**src/rtl/sckd_pkg.sv**
```systemverilog
// ----------------------------------------------------------------------------
// sckd_pkg
// Shared types, scancode constants and layout tables for the set-1 decoder.
// ----------------------------------------------------------------------------
package sckd_pkg;

	// Key flags kept in the flag RAM
	typedef struct packed {
		logic prefix;
		logic shift;
		logic caps;
	} flags_t;

	localparam int FLAG_W     = $bits(flags_t);
	localparam int FLAG_DEPTH = 1;

	localparam int SCAN_W  = 8;
	localparam int CHAR_W  = 7;
	localparam int KIND_W  = 3;
	localparam int PADDR_W = 3;
	localparam int PDATA_W = 32;

	// Register word index on the config port
	localparam logic REG_LAYOUT_SELECT = 1'b0;

	// Layout codes
	localparam logic LAYOUT_US = 1'b0;
	localparam logic LAYOUT_FR = 1'b1;

	typedef enum logic [KIND_W-1:0] {
		EV_NONE      = 3'd0,
		EV_CHAR      = 3'd1,
		EV_SUBMIT    = 3'd2,
		EV_BACKSPACE = 3'd3,
		EV_LEFT      = 3'd4,
		EV_RIGHT     = 3'd5,
		EV_HPREV     = 3'd6,
		EV_HNEXT     = 3'd7
	} event_kind_t;

	// Scancodes
	localparam logic [SCAN_W-1:0] SC_PREFIX     = 8'hE0;
	localparam logic [SCAN_W-1:0] SC_LEFT       = 8'h4B;
	localparam logic [SCAN_W-1:0] SC_RIGHT      = 8'h4D;
	localparam logic [SCAN_W-1:0] SC_UP         = 8'h48;
	localparam logic [SCAN_W-1:0] SC_DOWN       = 8'h50;
	localparam logic [SCAN_W-1:0] SC_CAPS       = 8'h3A;
	localparam logic [SCAN_W-1:0] SC_LSHIFT     = 8'h2A;
	localparam logic [SCAN_W-1:0] SC_RSHIFT     = 8'h36;
	localparam logic [SCAN_W-1:0] SC_LSHIFT_REL = 8'hAA;
	localparam logic [SCAN_W-1:0] SC_RSHIFT_REL = 8'hB6;
	localparam logic [SCAN_W-1:0] SC_ENTER      = 8'h1C;
	localparam logic [SCAN_W-1:0] SC_BACKSPACE  = 8'h0E;

	typedef struct packed {
		logic [CHAR_W-1:0] lo;
		logic [CHAR_W-1:0] hi;
	} glyph_pair_t;

	function automatic glyph_pair_t glyph(input logic [CHAR_W-1:0] lo,
					      input logic [CHAR_W-1:0] hi);
		glyph_pair_t g;
		g.lo = lo;
		g.hi = hi;
		return g;
	endfunction

	// US table, make codes 0x00..0x7F
	function automatic glyph_pair_t us_glyph(input logic [CHAR_W-1:0] code);
		glyph_pair_t g;
		case (code)
			7'h02: g = glyph(7'h31, 7'h21);
			7'h03: g = glyph(7'h32, 7'h40);
			7'h04: g = glyph(7'h33, 7'h23);
			7'h05: g = glyph(7'h34, 7'h24);
			7'h06: g = glyph(7'h35, 7'h25);
			7'h07: g = glyph(7'h36, 7'h5E);
			7'h08: g = glyph(7'h37, 7'h26);
			7'h09: g = glyph(7'h38, 7'h2A);
			7'h0A: g = glyph(7'h39, 7'h28);
			7'h0B: g = glyph(7'h30, 7'h29);
			7'h10: g = glyph(7'h71, 7'h51);
			7'h11: g = glyph(7'h77, 7'h57);
			7'h12: g = glyph(7'h65, 7'h45);
			7'h13: g = glyph(7'h72, 7'h52);
			7'h14: g = glyph(7'h74, 7'h54);
			7'h15: g = glyph(7'h79, 7'h59);
			7'h16: g = glyph(7'h75, 7'h55);
			7'h17: g = glyph(7'h69, 7'h49);
			7'h18: g = glyph(7'h6F, 7'h4F);
			7'h19: g = glyph(7'h70, 7'h50);
			7'h1C: g = glyph(7'h0A, 7'h0A);
			7'h1E: g = glyph(7'h61, 7'h41);
			7'h1F: g = glyph(7'h73, 7'h53);
			7'h20: g = glyph(7'h64, 7'h44);
			7'h21: g = glyph(7'h66, 7'h46);
			7'h22: g = glyph(7'h67, 7'h47);
			7'h23: g = glyph(7'h68, 7'h48);
			7'h24: g = glyph(7'h6A, 7'h4A);
			7'h25: g = glyph(7'h6B, 7'h4B);
			7'h26: g = glyph(7'h6C, 7'h4C);
			7'h2C: g = glyph(7'h7A, 7'h5A);
			7'h2D: g = glyph(7'h78, 7'h58);
			7'h2E: g = glyph(7'h63, 7'h43);
			7'h2F: g = glyph(7'h76, 7'h56);
			7'h30: g = glyph(7'h62, 7'h42);
			7'h31: g = glyph(7'h6E, 7'h4E);
			7'h32: g = glyph(7'h6D, 7'h4D);
			7'h39: g = glyph(7'h20, 7'h20);
			default: g = glyph(7'h00, 7'h00);
		endcase
		return g;
	endfunction

	// French table: accented letters folded to plain ASCII
	function automatic glyph_pair_t fr_glyph(input logic [CHAR_W-1:0] code);
		glyph_pair_t g;
		case (code)
			7'h02: g = glyph(7'h26, 7'h31);
			7'h03: g = glyph(7'h65, 7'h32);
			7'h04: g = glyph(7'h22, 7'h33);
			7'h05: g = glyph(7'h27, 7'h34);
			7'h06: g = glyph(7'h28, 7'h35);
			7'h07: g = glyph(7'h2D, 7'h36);
			7'h08: g = glyph(7'h65, 7'h37);
			7'h09: g = glyph(7'h5F, 7'h38);
			7'h0A: g = glyph(7'h63, 7'h39);
			7'h0B: g = glyph(7'h61, 7'h30);
			7'h10: g = glyph(7'h61, 7'h41);
			7'h11: g = glyph(7'h7A, 7'h5A);
			7'h1E: g = glyph(7'h71, 7'h51);
			7'h2C: g = glyph(7'h77, 7'h57);
			7'h32: g = glyph(7'h2C, 7'h3F);
			default: g = us_glyph(code);
		endcase
		return g;
	endfunction

endpackage

```
**src/rtl/scancode_to_key_event_decoder_unit.sv**
```systemverilog
// ----------------------------------------------------------------------------
// scancode_to_key_event_decoder_unit
// Path: the word in stage 1 is decoded into the output register.
// Throughput: one word per cycle unless the output stalls; the flag RAM is
// read every cycle and stage 1 writes its updated flags back as it retires.
// Reset: arst_n clears control, layout_select and the flag RAM valid bit,
// so the flags read as all clear at once; no clearing pass is needed.
// ----------------------------------------------------------------------------
module scancode_to_key_event_decoder_unit
	import sckd_pkg::*;
(
	input  logic               clk,
	input  logic               arst_n,

	// scancode input
	input  logic               in_valid,
	output logic               in_stall,
	input  logic [SCAN_W-1:0]  scan_byte,

	// key event output
	output logic               out_valid,
	input  logic               out_stall,
	output logic [KIND_W-1:0]  event_kind,
	output logic [CHAR_W-1:0]  char_code,

	// APB-style config port
	input  logic               psel,
	input  logic               penable,
	input  logic               pwrite,
	input  logic [PADDR_W-1:0] paddr,
	input  logic [PDATA_W-1:0] pwdata,
	output logic [PDATA_W-1:0] prdata,
	output logic               pready
);

	// ---------------------------------------------------------------- config
	logic layout_q;
	logic cfg_wr;

	assign pready = 1'b1;
	assign cfg_wr = psel & penable & pwrite & pready;

	always_ff @(posedge clk or negedge arst_n) begin
		if (!arst_n) begin
			layout_q <= LAYOUT_US;
		end else if (cfg_wr && paddr[PADDR_W-1] == REG_LAYOUT_SELECT) begin
			layout_q <= pwdata[0];
		end
	end

	assign prdata = (paddr[PADDR_W-1] == REG_LAYOUT_SELECT) ?
			{{(PDATA_W-1){1'b0}}, layout_q} : '0;

	// ---------------------------------------------------------- stage 1 hold
	logic              valid_s1;
	logic [SCAN_W-1:0] byte_s1;
	logic              out_valid_q;
	logic              s1_fire;
	logic              in_take;

	// s1 retires whenever the output register is empty or being drained
	assign s1_fire  = valid_s1 & (~out_valid_q | ~out_stall);
	assign in_stall = valid_s1 & ~s1_fire;
	assign in_take  = in_valid & ~in_stall;

	always_ff @(posedge clk or negedge arst_n) begin
		if (!arst_n) begin
			valid_s1 <= 1'b0;
		end else if (in_take) begin
			valid_s1 <= 1'b1;
		end else if (s1_fire) begin
			valid_s1 <= 1'b0;
		end
	end

	always_ff @(posedge clk) begin
		if (in_take) begin
			byte_s1 <= scan_byte;
		end
	end

	// --------------------------------------------------------------- flag RAM
	// Single entry, read every cycle. The RAM is read-first, so a write at
	// the previous edge is not in rdata yet: forward it from fwd_flags_q.
	flags_t ram_rdata;
	flags_t flags_cur;
	flags_t flags_nxt;
	flags_t fwd_flags_q;
	logic   fwd_hit_q;
	logic   ram_init_q;

	sckd_ram #(
		.WIDTH (FLAG_W),
		.DEPTH (FLAG_DEPTH)
	) u_flag_ram (
		.clk   (clk),
		.we    (s1_fire),
		.waddr ('0),
		.wdata (flags_nxt),
		.re    (1'b1),
		.raddr ('0),
		.rdata (ram_rdata)
	);

	always_ff @(posedge clk or negedge arst_n) begin
		if (!arst_n) begin
			fwd_hit_q  <= 1'b0;
			ram_init_q <= 1'b0;
		end else begin
			fwd_hit_q <= s1_fire;
			if (s1_fire) begin
				ram_init_q <= 1'b1;
			end
		end
	end

	always_ff @(posedge clk) begin
		if (s1_fire) begin
			fwd_flags_q <= flags_nxt;
		end
	end

	// entry never written reads as the reset value (all clear)
	always_comb begin
		if (fwd_hit_q) begin
			flags_cur = fwd_flags_q;
		end else if (ram_init_q) begin
			flags_cur = ram_rdata;
		end else begin
			flags_cur = '0;
		end
	end

	// ------------------------------------------------------------- decode
	event_kind_t       kind_nxt;
	logic [CHAR_W-1:0] char_nxt;
	glyph_pair_t       gp;
	logic [CHAR_W-1:0] gch;

	always_comb begin
		gp = (layout_q == LAYOUT_FR) ? fr_glyph(byte_s1[CHAR_W-1:0]) :
					       us_glyph(byte_s1[CHAR_W-1:0]);
		flags_nxt = flags_cur;
		kind_nxt  = EV_NONE;
		char_nxt  = '0;
		gch       = '0;

		if (byte_s1 == SC_PREFIX) begin
			// stays armed on repeated prefix bytes
			flags_nxt.prefix = 1'b1;
		end else if (flags_cur.prefix) begin
			flags_nxt.prefix = 1'b0;
			case (byte_s1)
				SC_LEFT:  kind_nxt = EV_LEFT;
				SC_RIGHT: kind_nxt = EV_RIGHT;
				SC_UP:    kind_nxt = EV_HPREV;
				SC_DOWN:  kind_nxt = EV_HNEXT;
				default:  kind_nxt = EV_NONE;
			endcase
		end else begin
			if (byte_s1 == SC_CAPS) begin
				flags_nxt.caps = ~flags_cur.caps;
			end
			if (byte_s1 == SC_LSHIFT || byte_s1 == SC_RSHIFT) begin
				flags_nxt.shift = 1'b1;
			end else if (byte_s1 == SC_LSHIFT_REL || byte_s1 == SC_RSHIFT_REL) begin
				flags_nxt.shift = 1'b0;
			end else if (byte_s1[SCAN_W-1]) begin
				kind_nxt = EV_NONE;  // other break codes
			end else if (byte_s1 == SC_ENTER && !flags_cur.shift) begin
				kind_nxt = EV_SUBMIT;
			end else if (byte_s1 == SC_BACKSPACE) begin
				kind_nxt = EV_BACKSPACE;
			end else begin
				// shift-enter falls through to the table newline
				gch = (flags_cur.shift ^ flags_nxt.caps) ? gp.hi : gp.lo;
				if (gch != '0) begin
					kind_nxt = EV_CHAR;
					char_nxt = gch;
				end
			end
		end
	end

	// ---------------------------------------------------------- output reg
	event_kind_t       kind_q;
	logic [CHAR_W-1:0] char_q;

	always_ff @(posedge clk or negedge arst_n) begin
		if (!arst_n) begin
			out_valid_q <= 1'b0;
		end else if (s1_fire) begin
			out_valid_q <= 1'b1;
		end else if (!out_stall) begin
			out_valid_q <= 1'b0;
		end
	end

	always_ff @(posedge clk) begin
		if (s1_fire) begin
			kind_q <= kind_nxt;
			char_q <= char_nxt;
		end
	end

	assign out_valid  = out_valid_q;
	assign event_kind = kind_q;
	assign char_code  = char_q;

endmodule

```
**src/rtl/sckd_ram.sv**
```systemverilog
// ----------------------------------------------------------------------------
// sckd_ram
// Generic single-write, single-read RAM with registered read (read-first).
// ----------------------------------------------------------------------------
module sckd_ram #(
	parameter int WIDTH = 8,
	parameter int DEPTH = 16,
	localparam int AW = (DEPTH > 1) ? $clog2(DEPTH) : 1
) (
	input  logic             clk,
	input  logic             we,
	input  logic [AW-1:0]    waddr,
	input  logic [WIDTH-1:0] wdata,
	input  logic             re,
	input  logic [AW-1:0]    raddr,
	output logic [WIDTH-1:0] rdata
);

	logic [WIDTH-1:0] mem_q [DEPTH];
	logic [WIDTH-1:0] rdata_q;

	always_ff @(posedge clk) begin
		if (re) begin
			rdata_q <= mem_q[raddr];
		end
		if (we) begin
			mem_q[waddr] <= wdata;
		end
	end

	assign rdata = rdata_q;

endmodule

```
**config.mk**
```make
export PLATFORM = sky130hd
export DESIGN_NAME = scancode_to_key_event_decoder_unit
export DESIGN_NICKNAME = d
export VERILOG_FILES = /design/src/rtl/sckd_pkg.sv /design/src/rtl/scancode_to_key_event_decoder_unit.sv /design/src/rtl/sckd_ram.sv
export SDC_FILE = /design/constraint.sdc
export NUM_CORES = 1
export LEC_CHECK = 0
export ABC_AREA = 1
export BUFFER_PORTS_ARGS = -buffer_cell sky130_fd_sc_hd__buf_2
export CORE_UTILIZATION = 45
export CTS_CLUSTER_DIAMETER = 150
export DETAILED_ROUTE_END_ITERATION = 16
export GPL_TIMING_DRIVEN = 0
export PLACE_DENSITY = 0.71
export SLEW_MARGIN = 15
export SYNTH_ARGS = -nofsm -noshare
export SYNTH_HDL_FRONTEND = slang
export SYNTH_SLANG_ARGS = --single-unit
export TNS_END_PERCENT = 5
```
**constraint.sdc**
```tcl
create_clock -name clk -period 2.5 [get_ports clk]
set_input_delay 0.125 -clock clk [delete_from_list [all_inputs] [get_ports clk]]
set_output_delay 0.125 -clock clk [all_outputs]
set_load 0.005 [all_outputs]
```
==> run_results.csv, run 1 <==
group,metric,value,unit
synthesis,netlist_area,3280,um^2
floorplanning,fp-row-count,30,
synthesis,ys_seq_area_frac,0.328,
power,vdd_ir_drop_max,0.249,mV
worst_setup_path,cp.required,2550,ps
timing,hold_viol_final,0,
worst_setup_path,cp_max_fo,7,
worst_setup_path,worst_setup_path_end_kind,"register",
timing,clock_skew,10.9,ps
clock_network,clk_latency,290,ps
floorplanning,initial_core_util,0.475,
timing,worst_pin_slew,1060,ps
global_route,grt_max_degree,15,
floorplanning,die_width,87.4,um
finish,utilization,0.599,
timing,rsz0062_at_grt,"yes",
detailed_routing,drt_iter0_drc,226,
detailed_routing,viasPerCell,4.94,
timing,slew_violations,0,
timing,final-setup-viol-count,0,
place,gp_congestion,0.914,
detailed_routing,vias,3430,
place,dpl-instance-area,3660,um^2
synthesis,syn_inst,510,
synthesis,yosys_warnings,0,
power,combinationalPowerShare,0.376,
timing,finalWorstSetupSlack,63.2,ps
synthesis,yosysUniqueCellTypes,36,
finish,nets,655,
floorplanning,dieArea,7640,um^2
timing,relSlewSlack,0.291,
power,leakage,0.00213,uW
synthesis,syn_avg_cell_area,6.44,um^2
power,p_per_area,530,nW/um^2
clock_network,cts_root_buf,"clkbuf_8",
synthesis,yosys.area.top_type,"edfxtp_1",
global_route,grt.total_usage,0.227,
clock_network,numCtsBuffers,5,
floorplanning,fp.dieH,87.4,um
place,post-place-ws,-419,ps
floorplanning,io_pins,95,
place,hpwl,6510,um
hold_path,hold_path_class,"input port to register",
detailed_routing,drcViolationCount,0,
synthesis,synth-seq-cells,42,
power,p_clk_frac,0.225,
finish,fin_area,4130,um^2
worst_setup_path,crit_path_start_kind,"register",
global_route,grt_first_pass_wirelength,13600,um
worst_setup_path,crit_type,"register to register",
worst_setup_path,cp_data_arrival_time,2480,ps
clock_network,cts_tree,"done",
synthesis,synthTopCellsByCount,"nand2_1, nor2_1, nand3_1, inv_1, buf_4",
global_route,grt_pass1_vias,3032,
finish,num_antenna_cells,0,
worst_setup_path,reg2reg_from,"byte_s1[4]$_DFFE_PP_",
power,swShare,0.360,
power,intPower,1400,uW
clock_network,clk_pin_slew,90,ps
worst_setup_path,reg2reg_to,"char_code[1]$_SDFFCE_PP0P_",
detailed_routing,routedWlPerCell,12.2,um
outcome,status,"completed",
timing,min_period,2440,ps
hold_path,holdPathEnd,"byte_s1[5]$_DFFE_PP_",
synthesis,netlist.area_leader.share,0.192,
timing,final.period_utilization,0.975,
detailed_routing,dr.pass1.iters,5,
floorplanning,coreArea,6910,um^2
worst_setup_path,r2r_setup_slack,60,ps
synthesis,synth_top_cells_by_area,"edfxtp_1, nand2_1, dfxtp_1",
global_route,grt_antenna_before_repair,0,
global_route,grt-ovfl-total,0,
clock_network,htree_num_levels,2,
synthesis,postSynth.asyncResetShare,0.119,
finish,syn_to_final_growth,26.0,%
finish,drive_gt1_frac,0.266,
synthesis,yosysMostFrequentCell,"nand2_1",
synthesis,synth_edf_count,21,
place,port_buffers,29,
clock_network,cts.sinks,42,
detailed_routing,wl,8500,um
power,p_switching,790,uW
power,seq_power_share,0.399,
detailed_routing,antenna_left,0,
hold_path,holdPathStages,1,
synthesis,ys.flop_type,"edfxtp_1",
clock_network,max-clock-path-buffers,2,
hold_path,worstHoldStart,"scan_byte[5]",
worst_setup_path,cp-startpoint,"byte_s1[4]$_DFFE_PP_",
timing,max_freq,0.410,GHz
worst_setup_path,r2r_cells,15,
run,drv_cap,0,
## kinds of logic (layout without fill, tap and decap cells)
group           count (synthesis)  after routing  synth area share
compound gates                 51             51            0.0865
simple gates                  316            317             0.408
fa+ha+maj                       8              8            0.0305
other cells                     2             32           0.00229
buf+inv                        91            148             0.145
flops                          42             42             0.328
## layout make-up
class	count	area (um^2)
Buffer	39	295
Clock inverter	1	7.51
Inverter	52	198
Sequential cell	42	1080
Fill cell	670	2770
Multi-Input combinational cell	408	2040
Clock buffer	7	97.6
Timing Repair Buffer	49	303
Tap cell	96	120
## cell usage in the layout, fill, tap and decap left out, types with 3 or more instances in the layout
master / netlist / routed
nor2_2: 5 / 19
nor3_1: 8 / 8
a21oi_1: 9 / 9
inv_2: 8 / 9
o21ai_0: 24 / 22
o21ai_4: 0 / 3
ha_1: 8 / 7
buf_2: 3 / 31
conb_1: 2 / 32
clkbuf_1: 2 / 3
inv_1: 44 / 42
nand3_1: 47 / 46
dfrtp_1: 5 / 5
dfxtp_1: 16 / 16
nand2_2: 8 / 20
dlygate4sd3_1: 0 / 3
nor2_4: 0 / 5
nor2_1: 84 / 65
nand2_4: 1 / 5
o21ai_1: 7 / 6
edfxtp_1: 21 / 21
nand4_1: 6 / 6
buf_4: 33 / 49
clkbuf_8: 0 / 5
nand2_1: 149 / 134
## worst max-delay path by stage
| stage | to | cells past startpoint |
|---|---|---|
| 2_1_floorplan | register | 15 |
| 3_3_place_gp | register | 15 |
| 3_5_place_dp | register | 15 |
| 4_1_cts | register | 16 |
| 5_1_grt | char_code[1]$_SDFFCE_PP0P_ | 17 |
| 6_report | char_code[1]$_SDFFCE_PP0P_ | 15 |
## worst max-delay path, stage by stage (launching register included)
cell      delay, ps
edfxtp_1        480
inv_2           140
buf_4           120
nand3_2         140
nor2_2          200
nor2_1           70
nand2_1         160
nor2_4           70
nand2_4         120
nand3_1         110
nand3_1         120
nand3_1          80
nor2_1          110
nand2_2          90
nand3_4         100
nor2_1           50
## routing by layer
layer	part of all wire	wire length, um	global-route usage
met5	0	0	0
met3	0.065	552	0.0313
met1	0.44	3730	0.287
met2	0.47	3970	0.384
met4	0.028	242	0.0984
## power by group through the flow
stage / Sequential (uW) / Combinational, uW / Clock [uW]
4_1_cts: 877 / 721 / 504
3_5_place_dp: 892 / 701 / 0
2_1_floorplan: 886 / 531 / 0
3_3_place_gp: 889 / 705 / 0
6_report: 876 / 824 / 493
5_1_grt: 888 / 930 / 531
## per-stage QoR
step | hold slack (ps) | setup TNS (ps) | power (uW) | cells
floorplan | -171 | 0 | 1420 | 540
global placement | -43.6 | -3680 | 1590 | 665
detailed placement | -44.0 | -2580 | 1590 | 665
CTS | 10.4 | 0 | 2100 | 677
global route | 15.2 | -705 | 2350 | 694
finish | 21.1 | 0 | 2190 | 694
## repair_timing
action,4_1_cts,5_1_grt
endpoints found under the setup margin,20,21
hold buffers,3,0
endpoints found under the hold margin,7,0
gates resized for setup,9,54
buffers inserted,1,15
pin swaps,1,14
cloned,0,2
No activity file was read; power rests on OpenSTA's default activity.
==> run 2, diff against run 1 <==
CORE_UTILIZATION = 53   (was 45)
PLACE_DENSITY = 0.81   (was 0.71)
==> run 2 against run 1 <==
- count of clock-buffer cells in the layout is 1 higher
- global-route usage is 5.7 points higher
- register-to-register slack worse by 60 ps
- clock skew is 2.3 ps lower
- clock power is 5.7% higher
- first-iteration DRC count is 14% higher
- maximum frequency is 2.2% lower
- via count is 4.3% higher
- design area is 2.7% higher
- routed wire length is 12% higher
- cell count is 3.6% lower
- critical endpoint is now char_code[5]$_SDFFCE_PP0P_
- highest routed layer unchanged
==> run_results.csv, run 2 (same netlist as run 1, synthesis figures left out) <==
group,metric,value,unit
detailed_routing,drt_iter0_drc,258,
worst_setup_path,slowest_delay,520,ps
power,seq_power_share,0.381,
detailed_routing,routedWlPerCell,14.2,um
detailed_routing,dr.pass1.iters,5,
finish,seq_area,1080,um^2
outcome,status,"completed",
timing,slew_violations,0,
power,p_per_area,545,nW/um^2
timing,final-setup-viol-count,0,
floorplanning,initial_core_util,0.551,
floorplanning,dieArea,6510,um^2
worst_setup_path,cp.required,2560,ps
detailed_routing,wl,9490,um
power,leakage,0.00219,uW
power,vdd_ir_drop_max,0.386,mV
global_route,grt_antenna_before_repair,0,
power,combinationalPowerShare,0.394,
clock_network,cts.sinks,42,
clock_network,max-clock-path-buffers,2,
floorplanning,coreArea,5960,um^2
timing,min_period,2490,ps
timing,max_freq,0.401,GHz
worst_setup_path,worst_setup_path_end_kind,"register",
worst_setup_path,crit_type,"register to register",
floorplanning,die_width,80.7,um
power,swShare,0.376,
place,hpwl,6950,um
global_route,grt-ovfl-total,0,
place,place_inst,644,
timing,hold_viol_final,0,
timing,relSlewSlack,0.517,
timing,worst_pin_slew,723,ps
worst_setup_path,cp_data_arrival_time,2550,ps
detailed_routing,vias,3579,
timing,rsz0062_at_grt,"yes",
finish,layout_common_cells,"nand2_1, nor2_1, buf_4",
finish,fillers,511,
place,port_buffers,29,
finish,syn_to_final_growth,29.4,%
power,intPower,1440,uW
worst_setup_path,cp_max_fo,7,
floorplanning,fp.dieH,80.7,um
finish,drive_gt1_frac,0.320,
finish,final_cells,669,
global_route,grt_max_degree,15,
clock_network,clk_pin_slew,80,ps
detailed_routing,drcViolationCount,0,
floorplanning,fp-row-count,28,
global_route,grt_first_pass_wirelength,14300,um
timing,clock_skew,8.61,ps
clock_network,cts_root_buf,"clkbuf_8",
timing,finalWorstSetupSlack,7.20,ps
floorplanning,io_pins,95,
clock_network,clk_latency,300,ps
place,gp_congestion,0.956,
clock_network,cts_tree,"done",
place,post-place-ws,-440,ps
detailed_routing,viasPerCell,5.35,
clock_network,htree_num_levels,2,
finish,nets,651,
worst_setup_path,critPathSlowestCell,"edfxtp_1",
global_route,grt_pass1_vias,3193,
detailed_routing,antenna_left,0,
finish,mostFrequentLayoutCell,"nand2_1",
worst_setup_path,crit_path_frequent_cell,"nand2_2",
worst_setup_path,crit_path_start_kind,"register",
power,p_clk_frac,0.225,
finish,num_antenna_cells,0,
power,p_switching,870,uW
worst_setup_path,worstPathCellList,"inv_2 -> nand2_4 -> nor2_4 -> nand2_2 -> nand2_2 -> nand3_2 -> nand2_4 -> buf_6 -> nand2_1 -> nand2_1 -> nand3_2 -> nand2_2 -> nand3_1 -> nor2_2 -> nand2_2 -> nand3_4 -> nor2_2",
global_route,grt.total_usage,0.284,
timing,final.period_utilization,0.997,
clock_network,numCtsBuffers,5,
hold_path,hold_path_class,"input port to register",
run,drv_cap,0,
finish,multi_input_area,2200,um^2
## run 2: cell count changes in the layout (fill, tap and decap cells not counted), sizes merged
cell / change
clkinvlp: -1
clkbuf: +1
buf: -4
## run 2: timing repair
| action | CTS | global route |
|---|---|---|
| hold buffers | 3 | 0 |
| resized for setup | 11 | 99 |
| setup endpoints to repair | 20 | 21 |
| endpoints found under the hold margin | 7 | 0 |
| gates cloned | 0 | 3 |
| buffers inserted | 2 | 9 |
| pin swaps | 1 | 27 |
## run 2: cell type report
class	instances	share of cell area
tap	75	0.0221
timing repair buffer	45	0.0637
buffer	39	0.0696
clock buffer	8	0.0262
inverter	52	0.0472
sequential	42	0.253
multi-input combinational	408	0.518
## run 2: power by group through the flow
stage          Combinational (uW)  Clock [uW]  Sequential [uW]
2_1_floorplan                 531           0              886
3_3_place_gp                  699           0              888
3_5_place_dp                  710           0              895
4_1_cts                       736         523              880
5_1_grt                      1010         543              892
6_report                      913         521              881
## run 2: per-stage QoR
stage | hold WS, ps | setup TNS, ps | total power (uW) | utilization | area (um^2)
floorplan | -171 | 0 | 1420 | - | 3390
global placement | -46.1 | -3250 | 1590 | 0.610 | 3630
detailed placement | -50.9 | -3320 | 1610 | 0.610 | 3630
CTS | 16.7 | -9.14 | 2140 | 0.642 | 3830
global route | 17.3 | -1400 | 2450 | 0.713 | 4250
finish | 21.4 | 0 | 2320 | 0.713 | 4250
## run 2: worst paths after layout
check | start | to | slack [ps] | cells past startpoint
min reg2reg | u_flag_ram.mem_q[0][1]$_DFFE_PP_ | u_flag_ram.rdata[1]$_DFF_P_ | 380 | 0
max in group asynchronous | arst_n | ram_init_q$_DFFE_PN0P_ | 2200 | 2
max reg2reg | byte_s1[2]$_DFFE_PP_ | char_code[5]$_SDFFCE_PP0P_ | 7 | 17
min | scan_byte[4] | byte_s1[4]$_DFFE_PP_ | 20 | 1
min in group asynchronous | arst_n | valid_s1$_DFFE_PN0P_ | 170 | 2
max | byte_s1[2]$_DFFE_PP_ | char_code[5]$_SDFFCE_PP0P_ | 7 | 17
## run 2: worst max-delay path, delay by kind of cell (launching register included)
family        cells  cell delay (ps)
buf+inv           2              280
flops             1              520
simple gates     15             1450
## run 2: layer usage
metal | global-route usage | vias up | wire (um)
met3 | 0.0114 | 21 | 494
met1 | 0.351 | 1648 | 3990
met5 | 0 | - | 0
met4 | 0.111 | 0 | 226
li1 | - | 1746 | -
met2 | 0.514 | 164 | 4780
==> run 3, diff against run 2 <==
CORE_UTILIZATION = 55   (was 53)
PLACE_DENSITY = 0.84   (was 0.81)
clock period = 3.25 ns   (was 2.5 ns; I/O delays follow)
==> run 3 against run 2 <==
- via count fell by 8.0%
- cell count fell by 2.8%
- combinational power fell by 39%
- register-to-register slack improved by 410 ps
- count of clock-buffer cells in the layout fell by 1
- highest routed layer unchanged
- sequential share of layout area rose by 3.4 points
==> run_results.csv, run 3 (same netlist as run 1, synthesis figures left out) <==
group,metric,value,unit
outcome,status,"completed",
place,post-place-ws,240,ps
floorplanning,fp.dieH,79.2,um
detailed_routing,wl,8190,um
place,gp_congestion,0.927,
timing,slew_violations,0,
finish,multi_input_area,1850,um^2
timing,min_period,2830,ps
detailed_routing,viasPerCell,5.06,
worst_setup_path,reg2reg_from,"out_valid$_DFFE_PN0P_",
floorplanning,coreArea,5640,um^2
worst_setup_path,crit_path_frequent_cell,"nand2_1",
clock_network,cts_root_buf,"clkbuf_8",
place,hpwl,6690,um
detailed_routing,drcViolationCount,0,
timing,tns,0,ps
floorplanning,initial_core_util,0.582,
global_route,grt_pass1_vias,3099,
clock_network,clk_latency,290,ps
finish,mostFrequentLayoutCell,"nand2_1",
worst_setup_path,worstPathCellList,"nand2_1 -> inv_1 -> nand2_1 -> nand2_1 -> buf_2 -> o21ai_1 -> inv_1 -> ha_1 -> nor3_1 -> nor2_1 -> a21oi_1 -> a21oi_1 -> nand2_1",
worst_setup_path,cp_data_arrival_time,3070,ps
floorplanning,die_width,79.2,um
detailed_routing,antenna_left,0,
finish,num_antenna_cells,0,
place,port_buffers,29,
power,swShare,0.360,
power,vdd_ir_drop_max,0.217,mV
clock_network,cts.sinks,42,
hold_path,worstHoldStart,"scan_byte[6]",
timing,worst_pin_slew,734,ps
worst_setup_path,cp_max_fo,10,
timing,finalWorstSetupSlack,417,ps
finish,drive_gt1_frac,0.176,
global_route,grt-ovfl-total,0,
clock_network,cts_setup_buffers,0,
floorplanning,fp-row-count,27,
worst_setup_path,cp-startpoint,"out_valid$_DFFE_PN0P_",
clock_network,htree_num_levels,2,
clock_network,cts_tree,"done",
timing,rsz0062_at_grt,"no",
power,p_switching,566,uW
clock_network,clk_pin_slew,80,ps
run,drv_cap,0,
timing,relSlewSlack,0.507,
power,leakage,0.00200,uW
finish,seq_area,1080,um^2
finish,syn_to_final_growth,13.9,%
global_route,grt_first_pass_wirelength,13600,um
power,p_per_area,421,nW/um^2
hold_path,hold_path_class,"input port to register",
power,intPower,1010,uW
finish,utilization,0.662,
worst_setup_path,crit_path_start_kind,"register",
floorplanning,io_pins,95,
detailed_routing,dr.pass1.iters,5,
worst_setup_path,critPathSlowestCell,"o21ai_1",
timing,clock_skew,12.0,ps
timing,hold_viol_final,0,
finish,layout_common_cells,"nand2_1, nor2_1, nand3_1",
global_route,grt.total_usage,0.275,
global_route,grt_antenna_before_repair,0,
worst_setup_path,slowest_delay,600,ps
clock_network,numCtsBuffers,5,
timing,max_freq,0.353,GHz
finish,nets,635,
power,combinationalPowerShare,0.352,
worst_setup_path,worst_setup_path_end_kind,"register",
detailed_routing,drt_iter0_drc,230,
power,seq_power_share,0.429,
power,p_clk_frac,0.218,
finish,fillers,532,
detailed_routing,routedWlPerCell,12.6,um
timing,final.period_utilization,0.872,
global_route,grt_max_degree,15,
worst_setup_path,cp.required,3480,ps
worst_setup_path,crit_type,"register to register",
detailed_routing,vias,3291,
clock_network,max-clock-path-buffers,2,
worst_setup_path,r2r_cells,13,
worst_setup_path,r2r_setup_slack,420,ps
timing,final-setup-viol-count,0,
floorplanning,dieArea,6280,um^2
==> run 3: cell count changes in the layout (fill, tap and decap cells not counted), moves of 8 or more <==
cell,previous run,this run
nor2_1,54,83
nand2_1,121,149
nor2_2,24,6
nand2_2,25,8
nand2_4,13,1
buf_4,44,33
nor2_4,11,0
nand3_1,38,47
nand3_2,10,2
==> run 3: area by class of cell <==
type | instances | share of cell area
clock buffers | 7 | 0.0231
clock inverters | 1 | 0.00134
flip-flops and latches | 42 | 0.288
plain buffers | 39 | 0.0753
inverters | 52 | 0.0522
multi-input cells | 407 | 0.494
repair buffers | 30 | 0.0415
well taps | 72 | 0.0241
==> run 3: worst min path at each step <==
stage | endpoint | slack, ps | cells past startpoint
after floorplan | fwd_hit_q$_DFF_PN0_ | -130 | 0
after global placement | fwd_hit_q$_DFF_PN0_ | -9 | 1
after detailed placement | ram_init_q$_DFFE_PN0P_ | -10 | 1
after CTS | byte_s1[6]$_DFFE_PP_ | 40 | 1
after global routing | byte_s1[6]$_DFFE_PP_ | 20 | 1
final | byte_s1[6]$_DFFE_PP_ | 40 | 1
==> run 3: timing repair <==
action | 4_1_cts | 5_1_grt
setup endpoints to repair | 0 | 2
hold endpoints to repair | 5 | 0
resized for setup | 0 | 1
hold buffers | 1 | 0
==> run 3: metrics by stage <==
step	instance area (um^2)	std cells	hold WS, ps	total power, uW
floorplan	3390	540	-133	1090
global placement	3630	641	-8.57	1220
detailed placement	3630	641	-11.4	1230
CTS	3730	650	36.0	1570
global route	3740	650	25.0	1680
finish	3740	650	36.8	1570
==> run 3: power groups by stage <==
stage	combinational (uW)	sequential, uW	clock (uW)
after floorplan	408	682	0
after global placement	535	683	0
after detailed placement	540	688	0
after CTS	544	676	348
after global routing	633	684	368
final	554	676	344
==> run 3: critical path, delay by kind of cell, from the launching register on <==
kind                     cells  cell delay [ps]
buffers and inverters        3              470
AND/OR/NAND/NOR              6              760
AO/OA/AOI/OAI                3              880
adder cells (fa/ha/maj)      1              270
flip-flops                   1              380
==> run 3: routing by layer <==
layer  global-route usage  up-vias  part of all wire
met3               0.0299       18             0.066
met4                0.113        0             0.020
met5                    0        -                 0
met1                0.342     1420              0.45
li1                     -     1707                 -
met2                0.479      146              0.47
